==> src/sop_pkg.sv <==
// Shared types, codes and product-closing logic for the sum-of-products validator.
`timescale 1ns / 1ps
`default_nettype none

package sop_pkg;

    localparam int unsigned CHAR_W   = 8;
    localparam int unsigned SYM_W    = 7;
    localparam int unsigned MASK_W   = 64;
    localparam int unsigned VAR_W    = 6;
    localparam int unsigned COUNT_W  = 16;
    localparam int unsigned STATUS_W = 3;
    localparam int unsigned CFG_IDX_W = 2;

    localparam logic [CHAR_W-1:0]  SPACE_CODE = 8'd32;
    localparam logic [COUNT_W-1:0] COUNT_MAX  = 16'hFFFF;

    // Configuration register indexes
    localparam logic [CFG_IDX_W-1:0] CFG_SUM_SYMBOL      = 2'd0;
    localparam logic [CFG_IDX_W-1:0] CFG_NEGATION_SYMBOL = 2'd1;
    localparam logic [CFG_IDX_W-1:0] CFG_VARIABLE_MASK   = 2'd2;

    localparam logic [SYM_W-1:0]  SUM_SYMBOL_RESET      = 7'd43;
    localparam logic [SYM_W-1:0]  NEGATION_SYMBOL_RESET = 7'd39;
    localparam logic [MASK_W-1:0] VARIABLE_MASK_RESET   = 64'h07FF_FFFE_07FF_FFFE;

    // Result status codes
    localparam logic [STATUS_W-1:0] STATUS_OK           = 3'd0;
    localparam logic [STATUS_W-1:0] STATUS_EMPTY        = 3'd1;
    localparam logic [STATUS_W-1:0] STATUS_SUM_AT_EDGE  = 3'd2;
    localparam logic [STATUS_W-1:0] STATUS_EMPTY_TERM   = 3'd3;
    localparam logic [STATUS_W-1:0] STATUS_BAD_PRODUCT  = 3'd4;
    localparam logic [STATUS_W-1:0] STATUS_REPEATED_VAR = 3'd5;
    localparam logic [STATUS_W-1:0] STATUS_SETS_DIFFER  = 3'd6;

    // Sticky product error codes
    localparam logic [1:0] PERR_NONE     = 2'd0;
    localparam logic [1:0] PERR_BAD      = 2'd1;
    localparam logic [1:0] PERR_REPEATED = 2'd2;

    typedef struct packed {
        logic               is_space;
        logic               is_sum;
        logic               is_neg;
        logic               is_var;
        logic               is_bad;
        logic [VAR_W-1:0]   var_idx;
    } sop_class_t;

    typedef struct packed {
        logic [MASK_W-1:0]  cur_mask;
        logic [MASK_W-1:0]  first_mask;
        logic               in_first;
        logic               seen;
        logic               prev_sum;
        logic               pend_neg;
        logic               edge_err;
        logic               empty_err;
        logic [1:0]         perr;
        logic               differ;
        logic [COUNT_W-1:0] count;
    } sop_state_t;

    typedef struct packed {
        logic [STATUS_W-1:0] status;
        logic [MASK_W-1:0]   used;
        logic [COUNT_W-1:0]  count;
    } sop_result_t;

    localparam sop_state_t STATE_RESET = '{
        cur_mask:   '0,
        first_mask: '0,
        in_first:   1'b1,
        seen:       1'b0,
        prev_sum:   1'b0,
        pend_neg:   1'b0,
        edge_err:   1'b0,
        empty_err:  1'b0,
        perr:       PERR_NONE,
        differ:     1'b0,
        count:      '0
    };

    // End the current product: check for a trailing negation, latch or compare
    // the variable set, advance the saturating product count.
    function automatic sop_state_t close_product(input sop_state_t s);
        sop_state_t r;
        r = s;
        if (s.pend_neg && (s.perr == PERR_NONE))
        begin
            r.perr = PERR_BAD;
        end
        if (s.in_first)
        begin
            r.first_mask = s.cur_mask;
            r.in_first   = 1'b0;
        end
        else if (s.cur_mask != s.first_mask)
        begin
            r.differ = 1'b1;
        end
        r.cur_mask = '0;
        r.pend_neg = 1'b0;
        if (s.count != COUNT_MAX)
        begin
            r.count = s.count + 1'b1;
        end
        return r;
    endfunction

endpackage

`default_nettype wire

==> src/sop_classify.sv <==
// Character classifier: space, sum, negation, accepted variable or bad character.
`timescale 1ns / 1ps
`default_nettype none

module sop_classify
    import sop_pkg::*;
(
    input  wire logic [CHAR_W-1:0] text_char,
    input  wire logic [SYM_W-1:0]  sum_symbol,
    input  wire logic [SYM_W-1:0]  negation_symbol,
    input  wire logic [MASK_W-1:0] variable_mask,
    output sop_class_t             char_class
);

    logic space_hit;
    logic sum_hit;
    logic neg_hit;
    logic var_range;
    logic var_hit;

    // Sum wins over negation, negation wins over the variable mask
    assign space_hit = (text_char == SPACE_CODE);
    assign sum_hit   = !space_hit && (text_char == {1'b0, sum_symbol});
    assign neg_hit   = !space_hit && !sum_hit && (text_char == {1'b0, negation_symbol});
    assign var_range = (text_char[CHAR_W-1:VAR_W] == 2'b01);
    assign var_hit   = !space_hit && !sum_hit && !neg_hit && var_range
                       && variable_mask[text_char[VAR_W-1:0]];

    always_comb
    begin
        char_class.is_space = space_hit;
        char_class.is_sum   = sum_hit;
        char_class.is_neg   = neg_hit;
        char_class.is_var   = var_hit;
        char_class.is_bad   = !space_hit && !sum_hit && !neg_hit && !var_hit;
        char_class.var_idx  = text_char[VAR_W-1:0];
    end

endmodule

`default_nettype wire

==> src/sop_core.sv <==
// Parser state register, per-character update and end-of-expression status.
`timescale 1ns / 1ps
`default_nettype none

module sop_core
    import sop_pkg::*;
(
    input  wire logic        clk,
    input  wire logic        rst_n,
    input  wire logic        advance,
    input  wire logic        last_char,
    input  wire sop_class_t  char_class,
    output sop_result_t      result,
    output logic             state_seen
);

    sop_state_t state_reg;
    sop_state_t state_next;
    sop_state_t after_char;
    sop_state_t final_state;
    logic [MASK_W-1:0] var_bit;

    assign var_bit = {{(MASK_W-1){1'b0}}, 1'b1} << char_class.var_idx;

    // Apply one character to the state
    always_comb
    begin
        after_char = state_reg;
        if (!char_class.is_space)
        begin
            if (char_class.is_sum)
            begin
                if (!state_reg.seen)
                begin
                    after_char.edge_err = 1'b1;
                end
                else if (state_reg.prev_sum)
                begin
                    after_char.empty_err = 1'b1;
                end
                after_char          = close_product(after_char);
                after_char.prev_sum = 1'b1;
            end
            else
            begin
                if (char_class.is_neg)
                begin
                    after_char.pend_neg = 1'b1;
                end
                else if (char_class.is_var)
                begin
                    if (((state_reg.cur_mask & var_bit) != '0) && (state_reg.perr == PERR_NONE))
                    begin
                        after_char.perr = PERR_REPEATED;
                    end
                    after_char.cur_mask = state_reg.cur_mask | var_bit;
                    after_char.pend_neg = 1'b0;
                end
                else if (state_reg.perr == PERR_NONE)
                begin
                    after_char.perr = PERR_BAD;
                end
                after_char.prev_sum = 1'b0;
            end
            after_char.seen = 1'b1;
        end
    end

    // Close out the expression and rank the errors
    always_comb
    begin
        final_state = after_char;
        final_state.edge_err = after_char.edge_err | after_char.prev_sum;
        final_state = close_product(final_state);

        result.used  = final_state.first_mask;
        result.count = final_state.count;
        priority if (!after_char.seen)
        begin
            result.status = STATUS_EMPTY;
            result.used   = '0;
            result.count  = '0;
        end
        else if (final_state.edge_err)
        begin
            result.status = STATUS_SUM_AT_EDGE;
        end
        else if (final_state.empty_err)
        begin
            result.status = STATUS_EMPTY_TERM;
        end
        else if (final_state.perr == PERR_BAD)
        begin
            result.status = STATUS_BAD_PRODUCT;
        end
        else if (final_state.perr == PERR_REPEATED)
        begin
            result.status = STATUS_REPEATED_VAR;
        end
        else if (final_state.differ)
        begin
            result.status = STATUS_SETS_DIFFER;
        end
        else
        begin
            result.status = STATUS_OK;
        end
    end

    // Start fresh after the last character of an expression
    assign state_next = last_char ? STATE_RESET : after_char;

    always_ff @(posedge clk or negedge rst_n)
    begin
        if (!rst_n)
        begin
            state_reg <= STATE_RESET;
        end
        else if (advance)
        begin
            state_reg <= state_next;
        end
    end

    assign state_seen = state_reg.seen;

endmodule

`default_nettype wire

==> src/sum_of_products_validator.sv <==
// Top level of the sum-of-products validator: config registers, handshake, result register.
// Usage:
//   Input channel (in_valid / in_stall, text_char, last_char) carries one
//   character per transfer. Spaces are dropped. The character flagged with
//   last_char closes the expression and produces exactly one result.
//   Output channel (out_valid / out_stall, status, variables_used,
//   term_count) carries that result; characters that are not last
//   produce nothing.
//   Throughput: one character per cycle while in_stall is low. The result is
//   presented the cycle after the last character transfers (one register stage).
//   Per-character work is a classify step and a flag/mask update feeding the
//   parser state register; the last character also closes the final product
//   and ranks errors in the same cycle, straight into the result register.
//   Stall: while a result sits in the output register and out_stall is high,
//   in_stall is raised; otherwise input keeps flowing, including in the
//   cycle the held result drains.
//   Reset (rst_n low, asynchronous): parser state clears, output register
//   empties, configuration returns to '+', '\'' and letters A-Z, a-z.
//   Configuration: write cfg_data to register cfg_index with cfg_write while
//   idle; index 3 is ignored.
`timescale 1ns / 1ps
`default_nettype none

module sum_of_products_validator
    import sop_pkg::*;
(
    input  wire logic                  clk,
    input  wire logic                  rst_n,
    // configuration write port
    input  wire logic                  cfg_write,
    input  wire logic [CFG_IDX_W-1:0]  cfg_index,
    input  wire logic [MASK_W-1:0]     cfg_data,
    // character input
    input  wire logic                  in_valid,
    output logic                       in_stall,
    input  wire logic [CHAR_W-1:0]     text_char,
    input  wire logic                  last_char,
    // status output
    output logic                       out_valid,
    input  wire logic                  out_stall,
    output logic [STATUS_W-1:0]        status,
    output logic [MASK_W-1:0]          variables_used,
    output logic [COUNT_W-1:0]         term_count
);

    logic [SYM_W-1:0]  sum_symbol_reg;
    logic [SYM_W-1:0]  negation_symbol_reg;
    logic [MASK_W-1:0] variable_mask_reg;

    sop_class_t  char_class;
    sop_result_t core_result;
    sop_result_t result_reg;
    logic        out_valid_reg;
    logic        out_valid_next;
    logic        in_accept;
    logic        result_load;
    logic        state_seen;

    // Configuration registers; unknown index drops the write
    always_ff @(posedge clk or negedge rst_n)
    begin
        if (!rst_n)
        begin
            sum_symbol_reg      <= SUM_SYMBOL_RESET;
            negation_symbol_reg <= NEGATION_SYMBOL_RESET;
            variable_mask_reg   <= VARIABLE_MASK_RESET;
        end
        else if (cfg_write)
        begin
            unique case (cfg_index)
                CFG_SUM_SYMBOL:      sum_symbol_reg      <= cfg_data[SYM_W-1:0];
                CFG_NEGATION_SYMBOL: negation_symbol_reg <= cfg_data[SYM_W-1:0];
                CFG_VARIABLE_MASK:   variable_mask_reg   <= cfg_data;
                default:             ;
            endcase
        end
    end

    // Hold input only while a finished result is blocked downstream
    assign in_stall    = out_valid_reg && out_stall;
    assign in_accept   = in_valid && !in_stall;
    assign result_load = in_accept && last_char;

    sop_classify u_classify (
        .text_char       (text_char),
        .sum_symbol      (sum_symbol_reg),
        .negation_symbol (negation_symbol_reg),
        .variable_mask   (variable_mask_reg),
        .char_class      (char_class)
    );

    sop_core u_core (
        .clk        (clk),
        .rst_n      (rst_n),
        .advance    (in_accept),
        .last_char  (last_char),
        .char_class (char_class),
        .result     (core_result),
        .state_seen (state_seen)
    );

    // Output register: load on the last character, drop once transferred
    always_comb
    begin
        out_valid_next = out_valid_reg;
        if (result_load)
        begin
            out_valid_next = 1'b1;
        end
        else if (out_valid_reg && !out_stall)
        begin
            out_valid_next = 1'b0;
        end
    end

    always_ff @(posedge clk or negedge rst_n)
    begin
        if (!rst_n)
        begin
            out_valid_reg <= 1'b0;
        end
        else
        begin
            out_valid_reg <= out_valid_next;
        end
    end

    always_ff @(posedge clk)
    begin
        if (result_load)
        begin
            result_reg <= core_result;
        end
    end

    assign out_valid      = out_valid_reg;
    assign status         = result_reg.status;
    assign variables_used = result_reg.used;
    assign term_count     = result_reg.count;

    // A result only appears right after a last character transfers
    a_result_from_last: assert property (@(posedge clk) disable iff (!rst_n)
        $rose(out_valid_reg) |-> $past(in_accept && last_char))
        else $error("result appeared without a last character");

    // Parser starts the next expression clean
    a_state_cleared: assert property (@(posedge clk) disable iff (!rst_n)
        (in_accept && last_char) |=> !state_seen)
        else $error("parser state not cleared after last character");

    // Empty expression carries no products and no variables
    a_empty_fields: assert property (@(posedge clk) disable iff (!rst_n)
        (out_valid_reg && (result_reg.status == STATUS_EMPTY))
            |-> ((result_reg.count == '0) && (result_reg.used == '0)))
        else $error("empty status with nonzero fields");

    // Any non-empty expression has at least one product
    a_count_nonzero: assert property (@(posedge clk) disable iff (!rst_n)
        (out_valid_reg && (result_reg.status != STATUS_EMPTY)) |-> (result_reg.count != '0))
        else $error("non-empty status with zero product count");

endmodule

`default_nettype wire

==> config.mk <==
export PLATFORM = sky130hd
export DESIGN_NAME = sum_of_products_validator
export DESIGN_NICKNAME = d
export VERILOG_FILES = /design/src/sop_pkg.sv /design/src/sop_classify.sv /design/src/sop_core.sv /design/src/sum_of_products_validator.sv
export SDC_FILE = /design/constraint.sdc
export NUM_CORES = 1
export LEC_CHECK = 0
export ABC_AREA = 0
export BUFFER_PORTS_ARGS = -buffer_cell sky130_fd_sc_hd__buf_2
export CELL_PAD_IN_SITES_DETAIL_PLACEMENT = 0
export CELL_PAD_IN_SITES_GLOBAL_PLACEMENT = 1
export CORE_ASPECT_RATIO = 2
export CORE_MARGIN = 5
export CORE_UTILIZATION = 51
export DETAILED_ROUTE_END_ITERATION = 7
export PLACE_DENSITY_LB_ADDON = 0.1
export SLEW_MARGIN = 10
export SYNTH_ARGS = -nofsm -noshare
export SYNTH_HDL_FRONTEND = slang
export SYNTH_SLANG_ARGS = --single-unit
==> constraint.sdc <==
create_clock -name clk -period 11.52 [get_ports clk]
set_input_delay 0 -clock clk [delete_from_list [all_inputs] [get_ports clk]]
set_output_delay 0 -clock clk [all_outputs]
set_load 0.02 [all_outputs]
==> impl_metrics.env <==
export IMPL_synth_common_cells="197 x nor2_1, 183 x a21oi_1, 171 x dfrtp_1"
export IMPL_avgSynthCellArea_um2=9.76
export IMPL_power_leakage_nw=8.45
export IMPL_hp_class="in -> async"
export IMPL_cp_arrival_ps=6000
export IMPL_vias_per_cell=6.71
export IMPL_cts_tree="built"
export IMPL_grt_pass1_wl_mm=110
export IMPL_rows=97
export IMPL_synth_top_family_by_area="compound AO/OA/AOI/OAI gates"
export IMPL_power_density_nw_per_um2=130
export IMPL_muxShareOfSynthArea_pct=8.45
export IMPL_drt_iter0_drc=1520
export IMPL_drv_cap=0
export IMPL_mappedNetlistArea_um2=18000
export IMPL_clockBufferDepth=3
export IMPL_rsz0062_at_grt="false"
export IMPL_antenna_found_initial=0
export IMPL_synth_top_area_share_pct=23.8
export IMPL_yosysWarnings=0
export IMPL_crit_slowest_cell="nor4b_2"
export IMPL_drt_drc_violations_left=0
export IMPL_start_util_pct=51.4
export IMPL_instances_no_fill=2448
export IMPL_critPathMaxFanout=19
export IMPL_core_area_um2=35000
export IMPL_ys_ff_latch=315
export IMPL_fillCellCount=2987
export IMPL_max_slew_margin_pct=21.8
export IMPL_crit_family="simple AND/OR/NAND/NOR gates"
export IMPL_hold_violations=0
export IMPL_setup_violations=0
export IMPL_path_cells="xor2_1 -> nor4_1 -> and2_1 -> nor4b_2 -> buf_4 -> a21oi_1 -> a311o_1 -> nor4_1 -> nand4_1 -> or4_1 -> nor4_2 -> o21ai_1"
export IMPL_synth_cells=1841
export IMPL_die_area_um2=39300
export IMPL_dieWidth_um=143
export IMPL_cts_clk_slew_worst_paths_ps=70
export IMPL_ys_flop_type="dfrtp_1"
export IMPL_cts_buffers=29
export IMPL_critPathKind="reg -> reg"
export IMPL_tightestPinTransition_ps=1160
export IMPL_grt_ovfl_total=0
export IMPL_finalCritPeriodShare_pct=49.3
export IMPL_wl_per_cell_um=30.7
export IMPL_area_delta_synth_final_pct=15.3
export IMPL_synth_top_area_cell="dfrtp_1"
export IMPL_multiInputGateArea_um2=8860
export IMPL_synth_compound_area_share_pct=19.8
export IMPL_nets=2062
export IMPL_synthTopCellsByArea="dfrtp_1 24%, edfxtp_1 14%, dfstp_2 8.9%"
export IMPL_crit_buf_inv=1
export IMPL_synth_edf_count=83
export IMPL_via_count=16415
export IMPL_ant_nets=0
export IMPL_first_pass_iters=6
export IMPL_outcome="complete, no violations"
export IMPL_regArea_um2=8380
export IMPL_worstReg2RegStart="sum_symbol_reg[1]"
export IMPL_routed_wl_mm=75.1
export IMPL_slowest_delay_ps=830
export IMPL_syn_nets=1923
export IMPL_setup_worst_path_start="sum_symbol_reg[1]"
export IMPL_required_ps=11840
export IMPL_placed_cells=2321
export IMPL_die_h_um=276
export IMPL_final_max_slew_viol_count=0
export IMPL_largest_register_ffs=152
export IMPL_crit_top_cell="nor4_1"
export IMPL_start_kind="flop"
export IMPL_fin_skew_ps=24.6
export IMPL_clock_root_buffer="clkbuf_16"
export IMPL_cts_sinks=315
export IMPL_synth_xor_area_share_pct=4.77
export IMPL_synthAdderAreaFrac_pct=0.139
export IMPL_fin_area_um2=20700
export IMPL_drive_above_1_share_pct=22.1
export IMPL_seq_area_frac_synth_pct=46.6
export IMPL_gp_congestion=1.02
export IMPL_grt_max_degree=91
export IMPL_async_reset_ff_share_pct=73.7
export IMPL_io_pins=165
export IMPL_first_global_vias=16763
export IMPL_port_buffers=164
export IMPL_yosys_cell_count_top_type="nor2_1"
export IMPL_ys_types=85
export IMPL_period_needed_ps=5680
export IMPL_hpwl_mm=52.7
export IMPL_place_area_um2=19100
export IMPL_end_kind="flop"
export IMPL_grtUsageTotal_pct=37.8
export IMPL_setup_tns_ps=0
export IMPL_peakVddDrop_mv=0.147
export IMPL_htree_levels=1
export IMPL_fmax_mhz=176
export IMPL_synth_simple_area_share_pct=15.7
export IMPL_clock_latency_ps=590
## area by class of cell
class                      count  share of cell area [%]
multi-input combinational   1324                    42.7
sequential                   315                    40.4
timing repair buffer         278                    9.02
clock buffer                  40                    3.80
tap                          445                    2.69
clock inverter                13                   0.719
inverter                      32                   0.586
antenna                        1                  0.0121
## cell usage in the layout (no fill, tap or decap), types with 77 or more instances in the layout
cell type	count
nor2_1	191
a21oi_1	183
dfrtp_1	171
buf_2	163
nand2_1	107
mux2_2	84
edfxtp_1	83
xnor2_1	81
o21ai_0	78
a22o_1	77
## worst paths after layout
path                                     endpoint  slack (ps)  depth (start not counted)
max in group asynchronous    u_core.state_reg[61]        9970                          3
max                                     status[2]        5840                         12
min reg2reg                 variable_mask_reg[60]         500                          1
min in group clk           negation_symbol_reg[4]          80                          3
min                           u_core.state_reg[5]          10                          2
max reg2reg                             status[2]        5840                         12
## stage by stage
stage               hold slack (ps)  util [%]  worst slack [ps]  total power [mW]
floorplan                      -296         -              7840              1.53
global placement               43.0      54.5              6260              1.68
detailed placement             51.0      54.5              6100              1.69
CTS                            37.4      59.3              6230              2.69
global route                   84.2      59.3              5740              2.77
finish                         15.0      59.3              5840              2.68
## report_power, final
group	switching (mW)	internal (mW)
clock	0.443	0.546
sequential	0.0610	1.26
combinational	0.223	0.157
total	0.727	1.96
## kinds of logic (layout without fill, tap and decap cells)
group / Yosys count / count (layout)
buffers and inverters: 202 / 363
other: 0 / 1
adder cells (fa/ha/maj): 2 / 2
flip-flops: 315 / 315
multiplexers: 120 / 120
AO/OA/AOI/OAI: 538 / 538
AND/OR/NAND/NOR: 566 / 566
XOR/XNOR: 98 / 98
## layer usage
metal  wire [um]  track usage [%]  vias to the layer above
li1            -                -                     7110
met1       24100             39.7                     7967
met2       38300             66.3                      995
met3        4990             5.17                      343
met4        7780             30.6                        0
met5           0                0                        -
## repair_timing
| item | in CTS | in global routing |
|---|---|---|
| hold buffers | 73 | 0 |
| gates resized for setup | 0 | 0 |
| hold endpoints to repair | 173 | 0 |
| buffers inserted | 0 | 0 |
| setup endpoints to repair | 0 | 0 |
(Power assumes the default switching activity.)
